### src/hw/rtl/i2c_master_bit_sequencer_defines.svh
// Assertion macros shared by the sequencer RTL.
// Each macro expects aclk and aresetn to be visible in the module that uses it.
`ifndef I2C_MASTER_BIT_SEQUENCER_DEFINES_SVH
`define I2C_MASTER_BIT_SEQUENCER_DEFINES_SVH

// A condition that must hold at every clock edge outside reset.
`define I2CMS_ASSERT_ALWAYS(lbl, cond, msg) \
    lbl: assert property (@(posedge aclk) disable iff (!aresetn) (cond)) else $error(msg);

// A condition in one cycle that forces another condition in the next cycle.
`define I2CMS_ASSERT_NEXT(lbl, ante, cons, msg) \
    lbl: assert property (@(posedge aclk) disable iff (!aresetn) (ante) |=> (cons)) \
        else $error(msg);

`endif

### src/hw/rtl/i2cms_pkg.sv
`timescale 1ns / 1ps

package i2cms_pkg;

    // Mode codes as they arrive on the input stream.
    localparam logic [2:0] MODE_TICK  = 3'd0;
    localparam logic [2:0] MODE_START = 3'd1;
    localparam logic [2:0] MODE_STOP  = 3'd2;
    localparam logic [2:0] MODE_WRITE = 3'd3;
    localparam logic [2:0] MODE_READ  = 3'd4;
    localparam logic [2:0] MODE_ACK   = 3'd5;
    localparam logic [2:0] MODE_NACK  = 3'd6;

    // Phase indexes of the write command after the eight data bits.
    localparam logic [4:0] WR_DATA_PHASES = 5'd24;
    localparam logic [4:0] WR_ACK_SAMPLE  = 5'd25;
    localparam logic [4:0] WR_SCL_LOW     = 5'd26;
    // Last phase of a read that still clocks a data bit.
    localparam logic [4:0] RD_LAST_BIT    = 5'd16;

    // Reciprocal of three in 5-bit fixed point, used to split write phases.
    localparam logic [8:0] RECIP_THREE = 9'd11;

    localparam int QUEUE_DEPTH = 2;
    localparam int QPTR_W      = $clog2(QUEUE_DEPTH);
    localparam int QCNT_W      = $clog2(QUEUE_DEPTH + 1);

    // Command being sequenced; the idle code also marks a tick with no command.
    typedef enum logic [6:0] {
        ST_IDLE  = 7'b0000001,
        ST_START = 7'b0000010,
        ST_STOP  = 7'b0000100,
        ST_WRITE = 7'b0001000,
        ST_READ  = 7'b0010000,
        ST_ACK   = 7'b0100000,
        ST_NACK  = 7'b1000000
    } seq_state_t;

    // One classified tick request from the front end.
    typedef struct packed {
        seq_state_t cmd;
        logic [7:0] write_data;
        logic       sda_in;
    } tick_req_t;

    // One result item.
    typedef struct packed {
        logic       rejected;
        logic       gave_up;
        logic       nack_seen;
        logic [7:0] read_data;
        logic       done_res;
        logic       busy_res;
        logic       sda_drive;
        logic       scl_drive;
    } tick_res_t;

endpackage

### src/hw/rtl/i2c_master_bit_sequencer.sv
// Each tick is queued, then sequenced; its result is registered onto m_axis.
// Throughput: one tick per cycle unless m_axis stalls; one pin phase per tick.
// A two-entry queue between the decoder and the sequencer absorbs output stalls.
// Reset (aresetn low, synchronous) idles the sequencer, drives both pins low,
// and clears the read byte, status flags, retry count and retry limit.
`timescale 1ns / 1ps

module i2c_master_bit_sequencer import i2cms_pkg::*; (
    input  logic        aclk,
    input  logic        aresetn,
    input  logic        cfg_we,
    input  logic [7:0]  cfg_wdata,
    input  logic        s_axis_tvalid,
    output logic        s_axis_tready,
    // [2:0] mode, [10:3] write_data, [11] sda_in, [15:12] zero
    input  logic [15:0] s_axis_tdata,
    output logic        m_axis_tvalid,
    input  logic        m_axis_tready,
    // [0] scl_drive, [1] sda_drive, [2] busy_res, [3] done_res, [11:4] read_data,
    // [12] nack_seen, [13] gave_up, [14] rejected, [15] zero
    output logic [15:0] m_axis_tdata
);

    logic      q_full;
    logic      q_push;
    tick_req_t q_push_req;
    logic      q_pop;
    logic      q_valid;
    tick_req_t q_req;
    tick_res_t res;

    i2cms_front u_front (
        .s_axis_tvalid (s_axis_tvalid),
        .s_axis_tready (s_axis_tready),
        .s_axis_tdata  (s_axis_tdata),
        .q_full        (q_full),
        .q_push        (q_push),
        .q_push_req    (q_push_req)
    );

    i2cms_queue u_queue (
        .aclk      (aclk),
        .aresetn   (aresetn),
        .push      (q_push),
        .push_req  (q_push_req),
        .full      (q_full),
        .pop       (q_pop),
        .pop_valid (q_valid),
        .pop_req   (q_req)
    );

    i2cms_back u_back (
        .aclk      (aclk),
        .aresetn   (aresetn),
        .cfg_we    (cfg_we),
        .cfg_wdata (cfg_wdata),
        .req_valid (q_valid),
        .req       (q_req),
        .req_pop   (q_pop),
        .out_valid (m_axis_tvalid),
        .out_res   (res),
        .out_ready (m_axis_tready)
    );

    assign m_axis_tdata = {1'b0, res.rejected, res.gave_up, res.nack_seen, res.read_data,
                           res.done_res, res.busy_res, res.sda_drive, res.scl_drive};

endmodule

### src/hw/rtl/i2cms_front.sv
`timescale 1ns / 1ps

module i2cms_front import i2cms_pkg::*; (
    input  logic        s_axis_tvalid,
    output logic        s_axis_tready,
    input  logic [15:0] s_axis_tdata,
    input  logic        q_full,
    output logic        q_push,
    output tick_req_t   q_push_req
);

    logic [2:0] mode;

    assign mode          = s_axis_tdata[2:0];
    assign s_axis_tready = !q_full;
    assign q_push        = s_axis_tvalid && !q_full;

    // Classify the mode field; plain ticks and the unused code carry no command.
    always_comb begin
        q_push_req.write_data = s_axis_tdata[10:3];
        q_push_req.sda_in     = s_axis_tdata[11];
        case (mode)
            MODE_START: q_push_req.cmd = ST_START;
            MODE_STOP:  q_push_req.cmd = ST_STOP;
            MODE_WRITE: q_push_req.cmd = ST_WRITE;
            MODE_READ:  q_push_req.cmd = ST_READ;
            MODE_ACK:   q_push_req.cmd = ST_ACK;
            MODE_NACK:  q_push_req.cmd = ST_NACK;
            default:    q_push_req.cmd = ST_IDLE;
        endcase
    end

endmodule

### src/hw/rtl/i2cms_queue.sv
`timescale 1ns / 1ps

module i2cms_queue import i2cms_pkg::*; (
    input  logic      aclk,
    input  logic      aresetn,
    input  logic      push,
    input  tick_req_t push_req,
    output logic      full,
    input  logic      pop,
    output logic      pop_valid,
    output tick_req_t pop_req
);

    tick_req_t           entry_mem [QUEUE_DEPTH];
    logic [QPTR_W-1:0]   wr_ptr_reg;
    logic [QPTR_W-1:0]   wr_ptr_next;
    logic [QPTR_W-1:0]   rd_ptr_reg;
    logic [QPTR_W-1:0]   rd_ptr_next;
    logic [QCNT_W-1:0]   count_reg;
    logic [QCNT_W-1:0]   count_next;

    assign full      = (count_reg == QCNT_W'(QUEUE_DEPTH));
    assign pop_valid = (count_reg != '0);
    assign pop_req   = entry_mem[rd_ptr_reg];

    // Pointer wrap and occupancy update.
    always_comb begin
        wr_ptr_next = wr_ptr_reg;
        rd_ptr_next = rd_ptr_reg;
        count_next  = count_reg;
        if (push) begin
            wr_ptr_next = (wr_ptr_reg == QPTR_W'(QUEUE_DEPTH - 1)) ? '0 : wr_ptr_reg + 1'b1;
        end
        if (pop) begin
            rd_ptr_next = (rd_ptr_reg == QPTR_W'(QUEUE_DEPTH - 1)) ? '0 : rd_ptr_reg + 1'b1;
        end
        if (push && !pop) begin
            count_next = count_reg + 1'b1;
        end else if (pop && !push) begin
            count_next = count_reg - 1'b1;
        end
    end

    always_ff @(posedge aclk) begin
        if (!aresetn) begin
            wr_ptr_reg <= '0;
            rd_ptr_reg <= '0;
            count_reg  <= '0;
        end else begin
            wr_ptr_reg <= wr_ptr_next;
            rd_ptr_reg <= rd_ptr_next;
            count_reg  <= count_next;
        end
    end

    // Entry storage needs no reset.
    always_ff @(posedge aclk) begin
        if (push) begin
            entry_mem[wr_ptr_reg] <= push_req;
        end
    end

endmodule

### src/hw/rtl/i2cms_back.sv
`timescale 1ns / 1ps

module i2cms_back import i2cms_pkg::*; (
    input  logic       aclk,
    input  logic       aresetn,
    input  logic       cfg_we,
    input  logic [7:0] cfg_wdata,
    input  logic       req_valid,
    input  tick_req_t  req,
    output logic       req_pop,
    output logic       out_valid,
    output tick_res_t  out_res,
    input  logic       out_ready
);

    `include "i2c_master_bit_sequencer_defines.svh"

    seq_state_t  state_reg,   state_next;
    logic [4:0]  phase_reg,   phase_next;
    logic [7:0]  shift_reg,   shift_next;
    logic [7:0]  recv_reg,    recv_next;
    logic        scl_reg,     scl_next;
    logic        sda_reg,     sda_next;
    logic [7:0]  retry_reg,   retry_next;
    logic        nack_reg,    nack_next;
    logic        gave_reg,    gave_next;
    logic [7:0]  limit_reg;
    logic        out_valid_reg;
    tick_res_t   out_res_reg;
    logic        busy;
    logic        done;
    logic        rejected;

    assign req_pop   = req_valid && (!out_valid_reg || out_ready);
    assign out_valid = out_valid_reg;
    assign out_res   = out_res_reg;

    // One bus phase per request: command start, pin update, then advance, resend or finish.
    always_comb begin
        seq_state_t  cur;
        logic [4:0]  p;
        logic        last;
        logic [8:0]  prod;
        logic [2:0]  bit_idx;
        logic [4:0]  rem;
        logic [4:0]  q5;
        logic [2:0]  rd_idx;

        state_next = state_reg;
        phase_next = phase_reg;
        shift_next = shift_reg;
        recv_next  = recv_reg;
        scl_next   = scl_reg;
        sda_next   = sda_reg;
        retry_next = retry_reg;
        nack_next  = nack_reg;
        gave_next  = gave_reg;
        busy       = 1'b0;
        done       = 1'b0;
        rejected   = 1'b0;
        last       = 1'b0;
        cur        = state_reg;
        p          = phase_reg;
        prod       = 9'({4'd0, p} * RECIP_THREE);
        bit_idx    = prod[7:5];
        rem        = p - {1'b0, bit_idx, 1'b0} - {2'b00, bit_idx};
        q5         = p - 5'd1;
        rd_idx     = q5[3:1];

        // A command starts only while idle; otherwise it is refused.
        if (state_reg == ST_IDLE) begin
            if (req.cmd != ST_IDLE) begin
                cur = req.cmd;
                p   = '0;
                if (req.cmd == ST_WRITE) begin
                    shift_next = req.write_data;
                    retry_next = '0;
                    nack_next  = 1'b0;
                    gave_next  = 1'b0;
                end
            end
        end else if (req.cmd != ST_IDLE) begin
            rejected = 1'b1;
        end

        // Recompute the write and read phase splits from the effective phase.
        prod    = 9'({4'd0, p} * RECIP_THREE);
        bit_idx = prod[7:5];
        rem     = p - {1'b0, bit_idx, 1'b0} - {2'b00, bit_idx};
        q5      = p - 5'd1;
        rd_idx  = q5[3:1];

        case (cur)
            ST_START: begin
                case (p)
                    5'd0:    sda_next = 1'b1;
                    5'd1:    scl_next = 1'b1;
                    5'd2:    sda_next = 1'b0;
                    default: begin
                        scl_next = 1'b0;
                        last     = 1'b1;
                    end
                endcase
            end
            ST_STOP: begin
                case (p)
                    5'd0:    scl_next = 1'b1;
                    5'd1:    sda_next = 1'b1;
                    5'd2:    scl_next = 1'b0;
                    default: begin
                        sda_next = 1'b0;
                        last     = 1'b1;
                    end
                endcase
            end
            ST_ACK: begin
                case (p)
                    5'd0:    sda_next = 1'b0;
                    5'd1:    scl_next = 1'b1;
                    default: begin
                        scl_next = 1'b0;
                        last     = 1'b1;
                    end
                endcase
            end
            ST_NACK: begin
                case (p)
                    5'd0:    sda_next = 1'b1;
                    5'd1:    scl_next = 1'b1;
                    5'd2:    scl_next = 1'b0;
                    default: begin
                        sda_next = 1'b0;
                        last     = 1'b1;
                    end
                endcase
            end
            ST_WRITE: begin
                if (p < WR_DATA_PHASES) begin
                    // Three phases per data bit: drive SDA, raise SCL, lower SCL.
                    if (rem == 5'd0) begin
                        sda_next = shift_next[3'd7 - bit_idx];
                    end else if (rem == 5'd1) begin
                        scl_next = 1'b1;
                    end else begin
                        scl_next = 1'b0;
                    end
                end else if (p == WR_DATA_PHASES) begin
                    sda_next = 1'b1;
                end else if (p == WR_ACK_SAMPLE) begin
                    scl_next  = 1'b1;
                    nack_next = req.sda_in;
                end else if (p == WR_SCL_LOW) begin
                    scl_next = 1'b0;
                end else begin
                    sda_next = 1'b0;
                    last     = 1'b1;
                end
            end
            ST_READ: begin
                if (p == 5'd0) begin
                    sda_next   = 1'b1;
                    shift_next = '0;
                end else if (p <= RD_LAST_BIT) begin
                    // Even sub-phase raises SCL and samples, odd lowers SCL.
                    if (!q5[0]) begin
                        scl_next = 1'b1;
                        if (req.sda_in) begin
                            shift_next[3'd7 - rd_idx] = 1'b1;
                        end
                    end else begin
                        scl_next = 1'b0;
                    end
                end else begin
                    sda_next  = 1'b0;
                    recv_next = shift_next;
                    last      = 1'b1;
                end
            end
            default: last = 1'b1;
        endcase

        // Advance, resend the byte after a NACK, or finish the command.
        if (cur != ST_IDLE) begin
            if (!last) begin
                phase_next = p + 5'd1;
                busy       = 1'b1;
                state_next = cur;
            end else if (cur == ST_WRITE && nack_next) begin
                if (limit_reg == '0 || retry_next < limit_reg) begin
                    if (retry_next != 8'hFF) begin
                        retry_next = retry_next + 8'd1;
                    end
                    phase_next = '0;
                    busy       = 1'b1;
                    state_next = cur;
                end else begin
                    gave_next  = 1'b1;
                    state_next = ST_IDLE;
                    phase_next = '0;
                    done       = 1'b1;
                end
            end else begin
                state_next = ST_IDLE;
                phase_next = '0;
                done       = 1'b1;
            end
        end
    end

    // Sequencer state and retry limit register.
    always_ff @(posedge aclk) begin
        if (!aresetn) begin
            state_reg <= ST_IDLE;
            phase_reg <= '0;
            shift_reg <= '0;
            recv_reg  <= '0;
            scl_reg   <= 1'b0;
            sda_reg   <= 1'b0;
            retry_reg <= '0;
            nack_reg  <= 1'b0;
            gave_reg  <= 1'b0;
            limit_reg <= '0;
        end else begin
            if (cfg_we) begin
                limit_reg <= cfg_wdata;
            end
            if (req_pop) begin
                state_reg <= state_next;
                phase_reg <= phase_next;
                shift_reg <= shift_next;
                recv_reg  <= recv_next;
                scl_reg   <= scl_next;
                sda_reg   <= sda_next;
                retry_reg <= retry_next;
                nack_reg  <= nack_next;
                gave_reg  <= gave_next;
            end
        end
    end

    // Output register holds one result until the consumer takes it.
    always_ff @(posedge aclk) begin
        if (!aresetn) begin
            out_valid_reg <= 1'b0;
        end else if (req_pop) begin
            out_valid_reg <= 1'b1;
        end else if (out_ready) begin
            out_valid_reg <= 1'b0;
        end
    end

    always_ff @(posedge aclk) begin
        if (req_pop) begin
            out_res_reg.scl_drive <= scl_next;
            out_res_reg.sda_drive <= sda_next;
            out_res_reg.busy_res  <= busy;
            out_res_reg.done_res  <= done;
            out_res_reg.read_data <= recv_next;
            out_res_reg.nack_seen <= nack_next;
            out_res_reg.gave_up   <= gave_next;
            out_res_reg.rejected  <= rejected;
        end
    end

    `I2CMS_ASSERT_ALWAYS(a_idle_phase_zero, state_reg != ST_IDLE || phase_reg == '0, "idle with nonzero phase")
    `I2CMS_ASSERT_ALWAYS(a_busy_done_excl, !out_valid_reg || !(out_res_reg.busy_res && out_res_reg.done_res), "busy and done together")
    `I2CMS_ASSERT_NEXT(a_pop_gives_result, req_pop, out_valid_reg, "popped request gave no result")
    `I2CMS_ASSERT_NEXT(a_busy_matches_state, req_pop, (state_reg != ST_IDLE) == out_res_reg.busy_res, "busy flag disagrees with state")

endmodule

### config.mk
export PLATFORM = sky130hd
export DESIGN_NAME = i2c_master_bit_sequencer
export DESIGN_NICKNAME = d
export VERILOG_FILES = /design/src/hw/rtl/i2cms_pkg.sv /design/src/hw/rtl/i2c_master_bit_sequencer.sv /design/src/hw/rtl/i2cms_front.sv /design/src/hw/rtl/i2cms_queue.sv /design/src/hw/rtl/i2cms_back.sv
export VERILOG_INCLUDE_DIRS = /design/src /design/src/hw/rtl
export SDC_FILE = /design/constraint.sdc
export NUM_CORES = 1
export LEC_CHECK = 0
export BUFFER_PORTS_ARGS = -buffer_cell sky130_fd_sc_hd__buf_2
export CORE_AREA = 2 2 110 112
export CTS_CLUSTER_SIZE = 10
export DETAILED_ROUTE_END_ITERATION = 16
export DIE_AREA = 0 0 112 114
export PLACE_DENSITY = 0.75
export RECOVER_POWER = 25
export SETUP_SLACK_MARGIN = 0.4
export SLEW_MARGIN = 20
export SYNTH_ARGS = -nofsm -noshare
export SYNTH_HDL_FRONTEND = slang
export SYNTH_HIERARCHICAL = 1
export SYNTH_SLANG_ARGS = --single-unit
### constraint.sdc
create_clock -name aclk -period 6.5 [get_ports aclk]
set_clock_uncertainty 0.2 [all_clocks]
set_input_delay 1.3 -clock aclk [delete_from_list [all_inputs] [get_ports aclk]]
set_output_delay 1.3 -clock aclk [all_outputs]
set_load 0.03 [all_outputs]
==> impl_metrics.json, run 1 <==
{
  "synth_compound_area_share_pct": 13.74,
  "synth_mux_area_share_pct": 9.168,
  "max-vdd-ir-drop_mv": 0.2543,
  "drc": 0,
  "synthSimpleGateAreaFrac_pct": 20.62,
  "largest_reg_flops": 32,
  "synthFlopType": "dfxtp_1",
  "leakage_uw": 0.002862,
  "grt_antenna_before_repair": 0,
  "cts_sinks": 101,
  "synth_xor_area_share_pct": 2.854,
  "drtPass1Iterations": 6,
  "endpoint_kind": "register",
  "grt_max_degree": 53,
  "layout-drive-gt1-share_pct": 25.29,
  "ys_seq_area_share_pct": 40.32,
  "slew_headroom_pct": -38.87,
  "gr-total-overflow": 0,
  "dieHeight_um": 114,
  "finalSetupViolCount": 0,
  "required_ns": 6.39,
  "cp-start-kind": "register",
  "clk_pin_slew_ns": 0.07,
  "min_period_ns": 6.193,
  "report.final.slew_viol_count": 53,
  "synth_fa_ha_area_share_pct": 7.812,
  "grt_setup_unrepaired": "true",
  "tightest_slew_ns": 2.083,
  "cts_tree": "built",
  "dieWidth_um": 112,
  "ioPinCount": 47,
  "synth_warnings": 6,
  "synth_top_family_by_area": "simple AND/OR/NAND/NOR gates",
  "ant_nets": 0,
  "max_freq_mhz": 161.5,
  "path_max_fanout": 8,
  "ctsHoldBuffers": 0,
  "grt_first_pass_wirelength_mm": 22.24,
  "crit_path_max_incr_delay_ns": 0.56,
  "cts_made_buffers": 9,
  "violations": "capacitance limit, slew limit",
  "grtUsageTotal_pct": 21.41,
  "grt_pass1_vias": 4703,
  "min_from": "u_back/recv_reg[7]$_SDFFE_PN0P_",
  "final_nets": 744,
  "final_util_pct": 61.47,
  "initial_utilization_pct": 52.79,
  "wl_per_cell_um": 16.25,
  "synth-edff-count": 47,
  "synth_area_um2": 6182,
  "ys_async_sr_fraction_pct": 0,
  "clk_latency_ns": 0.34,
  "ys_ff_latch": 101,
  "synth_nets": 685,
  "areaGrowthSynthToFinish_pct": 16.45,
  "crit_type": "reg2reg",
  "coreArea_um2": 11710,
  "synth_cell_types": 80,
  "wirelength_mm": 13.50,
  "via_per_inst": 5.845,
  "drtIter0Drc": 450,
  "post-dp-hpwl_mm": 9.336,
  "cts_root_buf": "clkbuf_16",
  "fp-row-count": 40,
  "period_share_pct": 95.28,
  "setup_tns_ns": 0,
  "htree_levels": 3,
  "io_buffers": 41,
  "critPathSlowestCell": "or4b_4",
  "hold_class": "reg2reg",
  "gp_congestion": 0.8789,
  "clockBufferDepth": 2,
  "dieArea_um2": 12770,
  "vias": 4857,
  "insertedDiodeCount": 0,
  "cp.arrival_ns": 6.08,
  "power_density_nw_per_um2": 341.1,
  "avgSynthCellArea_um2": 9.971,
  "cap_violations": 1,
  "hold_viol": 0,
  "synthCells": 620,
  "outcome": "finished with violations"
}
-- layout make-up --
class	count	area (µm²)
timing repair buffer	82	528.0
clock buffer	10	229.0
fill	944	4512
tap	147	183.9
clock inverter	6	73.82
multi-input combinational	447	3537
sequential	101	2496
inverter	38	151.4
-- layout by cell type, fill, tap and decap left out, drive strengths merged, types with 4 or more instances in the layout --
cell type,netlist,routed
buf,21,78
nand2,58,58
dfxtp,54,54
edfxtp,47,47
nor2b,39,39
inv,36,37
nor2,34,34
ha,33,33
a21oi,28,28
mux2i,24,24
o21ai,23,23
mux2,21,21
clkbuf,13,14
and2,13,13
a21boi,12,12
nor3b,10,10
a22oi,10,10
nor3,10,10
nand3,9,9
nor4,9,9
a31oi,8,8
xor2,8,8
xnor2,7,7
nand4,6,6
clkinv,2,5
and4,4,4
a21o,4,4
mux4,4,4
o211ai,4,4
or3,4,4
-- final timing paths --
path         cells past startpoint  slack (ns)                               to
max                             27        0.31      u_back/out_res[1]$_DFFE_PP_
max reg2reg                     27        0.31      u_back/out_res[1]$_DFFE_PP_
min                              2        0.28  u_back/recv_reg[7]$_SDFFE_PN0P_
min reg2reg                      2        0.28  u_back/recv_reg[7]$_SDFFE_PN0P_
-- stage by stage --
stage / hold WS [ns] / std cells / instance area [µm²] / total power (µW) / worst slack, ns
after detailed placement: 0.2691 / 793 / 6608 / 1838 / 0.06947
after floorplan: 0.2410 / 620 / 6277 / 1607 / 0.3325
after CTS: 0.2784 / 822 / 7078 / 2443 / 0.3298
after global placement: 0.2514 / 793 / 6608 / 1816 / 0.1193
final: 0.2824 / 831 / 7199 / 2456 / 0.3066
after global routing: 0.3107 / 831 / 7199 / 2574 / 0.05935
-- cells by family (layout without fill, tap and decap cells) --
kind of cell | count (synthesis) | in the layout
AND/OR/NAND/NOR | 221 | 221
other | 1 | 1
flip-flops | 101 | 101
buffers and inverters | 72 | 136
adder cells (fa/ha/maj) | 37 | 37
multiplexers | 49 | 49
AO/OA/AOI/OAI | 122 | 122
XOR/XNOR | 17 | 17
-- worst max-delay path: cells and delay by family, from the launching register on --
kind,cells,cell delay (ns)
AO/OA/AOI/OAI,8,1.26
XOR/XNOR,2,0.34
adder cells (fa/ha/maj),5,1.68
buffers and inverters,7,0.71
flip-flops,1,0.42
multiplexers,1,0.32
AND/OR/NAND/NOR,4,1.00
-- cell usage after synthesis (6+ instances only) --
| cell type | instances | area, µm² |
|---|---|---|
| and2_1 | 11 | 68.82 |
| buf_2 | 6 | 30.03 |
| dfxtp_1 | 54 | 1081 |
| ha_1 | 33 | 412.9 |
| a21boi_0 | 10 | 75.07 |
| nor2_1 | 34 | 127.6 |
| a21oi_1 | 28 | 140.1 |
| nand2_1 | 55 | 206.5 |
| nand4_1 | 6 | 37.54 |
| nor3b_1 | 10 | 75.07 |
| edfxtp_1 | 47 | 1411 |
| inv_1 | 35 | 131.4 |
| nand3_1 | 9 | 45.04 |
| xnor2_1 | 7 | 61.31 |
| o21ai_0 | 22 | 110.1 |
| nor2b_1 | 39 | 244.0 |
| nor3_1 | 8 | 40.04 |
| a31oi_1 | 8 | 50.05 |
| nor4_1 | 6 | 37.54 |
| mux2_2 | 21 | 236.5 |
| xor2_1 | 8 | 70.07 |
| buf_4 | 13 | 97.59 |
| a22oi_1 | 10 | 75.07 |
| clkbuf_1 | 13 | 48.80 |
| mux2i_1 | 24 | 240.2 |
-- layer usage --
metal	GRT usage, %	part of all wire (%)	up-vias
li1	-	-	2348
met1	28.20	44	2319
met2	36.57	49	161
met3	3.241	5.3	29
met4	6.992	2.1	0
met5	0	0	-
-- timing repair --
| item | in CTS | in global routing |
|---|---|---|
| pin swaps | 17 | 17 |
| resized for setup | 14 | 12 |
| endpoints found under the setup margin | 4 | 4 |
| buffers inserted | 13 | 9 |
| cloned | 0 | 0 |
-- power by group --
group,switching (µW),internal (µW),leakage [µW],total (µW)
Clock,238,302,0.000146,540
Combinational,645,398,0.00183,1040
Sequential,67.7,805,0.000889,872
Power figures use the tool's default switching activity.
==> inputs of run 2 (changes only) <==
Settings changed: CORE_AREA 2 2 110 112 to 10 10 118 120, CTS_CLUSTER_SIZE 10 to unset, DIE_AREA 0 0 112 114 to 0 0 128 130.
==> impl_metrics.json, run 2 (synthesis results as in run 1) <==
{
  "outcome": "finished with violations",
  "violations": "capacitance limit, slew limit",
  "cp-start-kind": "register",
  "final_common_cell": "dfxtp_1",
  "endpoint": "u_back/out_res[1]$_DFFE_PP_",
  "min_period_ns": 6.171,
  "drtIter0Drc": 398,
  "worstReg2RegEnd": "u_back/out_res[1]$_DFFE_PP_",
  "coreArea_um2": 11710,
  "io_buffers": 41,
  "required_ns": 6.39,
  "ff_latch_area_um2": 2496,
  "cp.arrival_ns": 6.06,
  "clk_pin_slew_ns": 0.07,
  "htree_levels": 3,
  "cap_violations": 1,
  "gp_congestion": 0.9299,
  "layout-drive-gt1-share_pct": 24.34,
  "leakage_uw": 0.002818,
  "ctsHoldBuffers": 0,
  "hold_class": "reg2reg",
  "cp_num_buf_inv": 7,
  "grt_antenna_before_repair": 0,
  "cts_made_buffers": 9,
  "wl_per_cell_um": 17.29,
  "ioPinCount": 47,
  "critical-path-top-delay-family": "compound AO/OA/AOI/OAI gates",
  "layout_setup_ws_ns": 0.3292,
  "dieHeight_um": 130,
  "max_freq_mhz": 162.1,
  "gr-total-overflow": 0,
  "grt_pass1_vias": 4812,
  "dieArea_um2": 16640,
  "hold_viol": 0,
  "path_max_fanout": 7,
  "top_usage_layer": "met2",
  "crit_path_max_incr_delay_ns": 0.58,
  "grt_setup_unrepaired": "true",
  "insertedDiodeCount": 0,
  "path_depth": 27,
  "worst_path_most_repeated_cell": "buf_4",
  "r2r_slack_ns": 0.33,
  "final_cell_mix": "dfxtp_1 (53), nand2_1 (52), edfxtp_1 (47)",
  "wirelength_mm": 14.27,
  "finalSetupViolCount": 0,
  "design_area_um2": 7124,
  "dieWidth_um": 128,
  "via_per_inst": 5.872,
  "grt_first_pass_wirelength_mm": 23.60,
  "clk_latency_ns": 0.35,
  "endpoint_kind": "register",
  "largest_reg_flops": 32,
  "initial_utilization_pct": 52.79,
  "period_share_pct": 94.94,
  "reg2reg_depth": 27,
  "clockBufferDepth": 2,
  "post_dp_cell_area_um2": 6608,
  "fillers": 1016,
  "areaGrowthSynthToFinish_pct": 15.24,
  "vias": 4844,
  "max-vdd-ir-drop_mv": 0.2552,
  "grtUsageTotal_pct": 17.25,
  "power_density_nw_per_um2": 341.4,
  "ant_nets": 0,
  "slew_headroom_pct": -33.11,
  "crit_type": "reg2reg",
  "drtPass1Iterations": 4,
  "tightest_slew_ns": 1.997,
  "multiInputGateArea_um2": 3542,
  "use_met1_pct": 21.46,
  "cts_tree": "built",
  "grt_max_degree": 53,
  "critPathSlowestCell": "fa_1",
  "final_nets": 738,
  "fp-row-count": 40,
  "met3_usage_pct": 2.637,
  "place_ws_ns": -0.003939,
  "report.final.slew_viol_count": 53,
  "hold_slack_ns": 0.3015,
  "cts_sinks": 101,
  "grtUsageMet2_pct": 29.40,
  "drc": 0,
  "post-dp-hpwl_mm": 10.08,
  "cts_root_buf": "clkbuf_16"
}
## run 2: changes by cell type in the layout (fill, tap and decap cells not counted), sizes merged
cell	delta
clkbuf	+2
bufinv	-1
inv	+1
buf	-9
clkinv	+1
## run 2: how the worst min path moves through the flow
stage | from | end | slack, ns | cells past startpoint
after global placement | u_back/recv_reg[7]$_SDFFE_PN0P_ | u_back/recv_reg[7]$_SDFFE_PN0P_ | 0.25 | 2
final | u_back/shift_reg[7]$_SDFFE_PN0P_ | u_back/shift_reg[7]$_SDFFE_PN0P_ | 0.30 | 2
after detailed placement | u_back/recv_reg[7]$_SDFFE_PN0P_ | u_back/recv_reg[7]$_SDFFE_PN0P_ | 0.28 | 2
after global routing | u_back/nack_reg$_SDFFE_PN0P_ | u_back/nack_reg$_SDFFE_PN0P_ | 0.33 | 2
after floorplan | u_back/recv_reg[7]$_SDFFE_PN0P_ | u_back/recv_reg[7]$_SDFFE_PN0P_ | 0.24 | 2
after CTS | u_back/shift_reg[7]$_SDFFE_PN0P_ | u_back/shift_reg[7]$_SDFFE_PN0P_ | 0.29 | 2
## run 2: routing by layer
| layer | vias to the layer above | wire length [µm] |
|---|---|---|
| li1 | 2334 | - |
| met1 | 2345 | 6215 |
| met2 | 144 | 7085 |
| met3 | 21 | 686 |
| met4 | 0 | 280 |
| met5 | - | 0 |
## run 2: stage by stage
step | std cells | utilization [%] | power [µW] | TNS [ns]
after floorplan | 620 | - | 1607 | 0
after CTS | 823 | 60.29 | 2422 | 0
after detailed placement | 793 | 56.42 | 1854 | -0.003939
after global placement | 793 | 56.42 | 1832 | 0
after global routing | 825 | 60.83 | 2562 | 0
final | 825 | 60.83 | 2432 | 0
## run 2: area by class of cell
cell class | count | share of cell area (%)
flip-flops and latches | 101 | 35.04
multi-input cells | 447 | 49.72
clock inverters | 7 | 0.6674
repair buffers | 76 | 6.674
well taps | 147 | 2.582
inverters | 38 | 2.160
clock buffers | 9 | 3.161
## run 2: repair_timing
| action | CTS | global route |
|---|---|---|
| pin swaps | 17 | 8 |
| gates resized for setup | 16 | 11 |
| endpoints found under the setup margin | 4 | 4 |
| buffers inserted | 14 | 2 |
| hold endpoints to repair | 0 | 0 |
## run 2: report_power, final
group          leakage (µW)  internal, µW  switching (µW)
combinational       0.00180           397             657
sequential         0.000889           805            69.0
clock              0.000134           261             244
total               0.00282          1460             970
## run 2: tightest hold or removal path, stage by stage (launching register included)
cell and delay (ns):
dfxtp_1 0.33, nand2_1 0.05, a21boi_0 0.07
==> inputs of run 3 (changes only) <==
Settings changed: CORE_AREA 10 10 118 120 to 10 10 117 119, CTS_CLUSTER_DIAMETER set to 40, DIE_AREA 0 0 128 130 to 0 0 127 129, PLACE_DENSITY 0.75 to 0.76, SYNTH_HIERARCHICAL 1 to unset.
==> impl_metrics.json, run 3 <==
{
  "clockPowerShare_pct": 24.5,
  "areaGrowthSynthToFinish_pct": 18.78,
  "drc": 0,
  "final_nets": 790,
  "cp.arrival_ns": 6.16,
  "synth_area_um2": 6150,
  "yosys-top-cells-area": "edfxtp_1 (23%), dfxtp_1 (18%), ha_1 (6.7%), nor2_1 (4.5%), mux2i_1 (4.1%)",
  "violations": "capacitance limit, slew limit",
  "hold_class": "reg2reg",
  "layout-drive-gt1-share_pct": 22.05,
  "required_ns": 6.40,
  "slew_headroom_pct": -26.93,
  "min_period_ns": 6.262,
  "final_common_cell": "nor2_1",
  "synth-edff-count": 47,
  "total_power_uw": 2643,
  "power_density_nw_per_um2": 361.8,
  "finalSetupViolCount": 0,
  "reg2reg_depth": 26,
  "design_area_um2": 7305,
  "tightest_slew_ns": 1.904,
  "max-vdd-ir-drop_mv": 0.1649,
  "dieHeight_um": 129,
  "switching_power_uw": 1016,
  "cap_violations": 1,
  "holdPathStages": 2,
  "synth_common_cells": "nor2_1 (74), dfxtp_1 (54), nand2_1 (50)",
  "clk_latency_ns": 0.35,
  "outcome": "finished with violations",
  "r2r_slack_ns": 0.24,
  "report.final.slew_viol_count": 40,
  "synth_xor_area_share_pct": 2.848,
  "via_per_inst": 6.093,
  "ant_nets": 0,
  "synth_cell_types": 79,
  "drtPass1Iterations": 5,
  "synth_nets": 727,
  "fp-row-count": 39,
  "drtIter0Drc": 545,
  "p_int_uw": 1626,
  "synthFlopType": "dfxtp_1",
  "endpoint_kind": "register",
  "ctsHoldBuffers": 0,
  "grt_first_pass_wirelength_mm": 24.91,
  "cts_made_buffers": 9,
  "path_max_fanout": 6,
  "dpl.cell_count": 836,
  "seqPwrFrac_pct": 34.8,
  "synth_compound_area_share_pct": 16.70,
  "largest_reg_flops": 32,
  "io_buffers": 41,
  "final_util_pct": 64.52,
  "leakage_uw": 0.002967,
  "grt_antenna_before_repair": 0,
  "gr-total-overflow": 0,
  "grtUsageTotal_pct": 18.25,
  "final_cells": 873,
  "insertedDiodeCount": 0,
  "ys_ff_latch": 101,
  "final_cell_mix": "nor2_1 (68), dfxtp_1 (53), nand2_1 (48)",
  "cts_sinks": 101,
  "coreArea_um2": 11320,
  "htree_levels": 3,
  "max_freq_mhz": 159.7,
  "crit_type": "reg2reg",
  "wl_per_cell_um": 17.53,
  "synth_fa_ha_area_share_pct": 7.691,
  "synth_top_family_by_area": "simple AND/OR/NAND/NOR gates",
  "dieArea_um2": 16380,
  "hold_slack_ns": 0.2635,
  "grt_setup_unrepaired": "true",
  "yosys.area.top_type": "edfxtp_1",
  "synth_top_area_share_pct": 22.95,
  "post-dp-hpwl_mm": 10.96,
  "ys_async_sr_fraction_pct": 0,
  "ioPinCount": 47,
  "cts_tree": "built",
  "vias": 5319,
  "synth_mux_area_share_pct": 6.450,
  "post_dp_cell_area_um2": 6591,
  "clk_pin_slew_ns": 0.07,
  "synth_warnings": 0,
  "gp_congestion": 0.9460,
  "synthSimpleGateAreaFrac_pct": 21.75,
  "grt_pass1_vias": 5151,
  "switching_share_pct": 38.47,
  "wirelength_mm": 15.30,
  "dieWidth_um": 127,
  "ys_seq_area_share_pct": 40.53,
  "synthCells": 662,
  "avgSynthCellArea_um2": 9.289,
  "synth_most_common_cell": "nor2_1",
  "grt_max_degree": 40,
  "clockBufferDepth": 2,
  "power_frac_comb_pct": 40.7,
  "cp-start-kind": "register",
  "hold_viol": 0,
  "cts_root_buf": "clkbuf_16",
  "period_share_pct": 96.34,
  "initial_utilization_pct": 54.32
}
run 3: timing repair:
action | 4_1_cts | 5_1_grt
pin swaps | 18 | 22
resized for setup | 17 | 28
cloned | 0 | 0
setup buffers | 13 | 8
setup endpoints to repair | 4 | 4
run 3: worst paths after layout:
path                                   to                                from
min          u_back.gave_reg$_SDFFE_PN0P_        u_back.gave_reg$_SDFFE_PN0P_
max           u_back.out_res[1]$_DFFE_PP_  u_queue.entry_mem[1][11]$_DFFE_PP_
min reg2reg  u_back.gave_reg$_SDFFE_PN0P_        u_back.gave_reg$_SDFFE_PN0P_
max reg2reg   u_back.out_res[1]$_DFFE_PP_  u_queue.entry_mem[1][11]$_DFFE_PP_
run 3: power groups by stage:
stage	registers, µW	clock network [µW]	logic (µW)
detailed placement	932	0	1000
global placement	924	0	977
CTS	918	658	1040
global route	934	682	1180
floorplan	1010	0	649
finish	920	646	1080
run 3: layout make-up:
type	count	area, µm²
clock buffer	13	304.0
clock inverter	3	68.82
fill	929	4016
inverter	31	118.9
multi-input combinational	501	3646
sequential	101	2494
tap	143	178.9
timing repair buffer	81	494.2
run 3: cells by family (layout without fill, tap and decap cells):
group                      count (synthesis)  after routing
muxes                                     38             38
AOI/OAI and AO/OA                        147            147
xor gates and xnor gates                  20             20
other                                      1              1
adders and majority gates                 36             36
and+or+nand+nor                          259            259
buffers and inverters                     60            128
DFF                                      101            101
run 3: routing by layer:
metal | track usage [%] | up-vias | wire [µm]
met5 | 0 | - | 0
met4 | 8.506 | 0 | 367
met3 | 2.916 | 33 | 923
met2 | 30.07 | 204 | 7319
met1 | 22.99 | 2528 | 6693
li1 | - | 2554 | -
run 3: critical path, stage by stage, from the launching register on:
cell and delay (ns):
edfxtp_1 0.40, or4b_4 0.55, a222oi_1 0.31, buf_4 0.17, nand2b_4 0.18, and2_4 0.17
ha_4 0.20, fa_1 0.52, ha_4 0.31, nand4_1 0.15, a21boi_2 0.22, o21a_1 0.19
nor2_2 0.07, xnor2_2 0.15, fa_1 0.53, inv_2 0.05, ha_4 0.17, nor2_2 0.16
a21oi_4 0.08, xor2_2 0.20, nor3_2 0.23, buf_4 0.15, o21a_1 0.11, nand3_1 0.13
nand3b_1 0.22, o22ai_2 0.11, a211oi_2 0.06
run 3: stage by stage:
step / setup TNS (ns) / setup WS [ns]
finish: 0 / 0.2376
global route: 0 / 0.04651
CTS: 0 / 0.3798
detailed placement: -0.2048 / -0.1052
global placement: 0 / 0.08786
floorplan: 0 / 0.4164
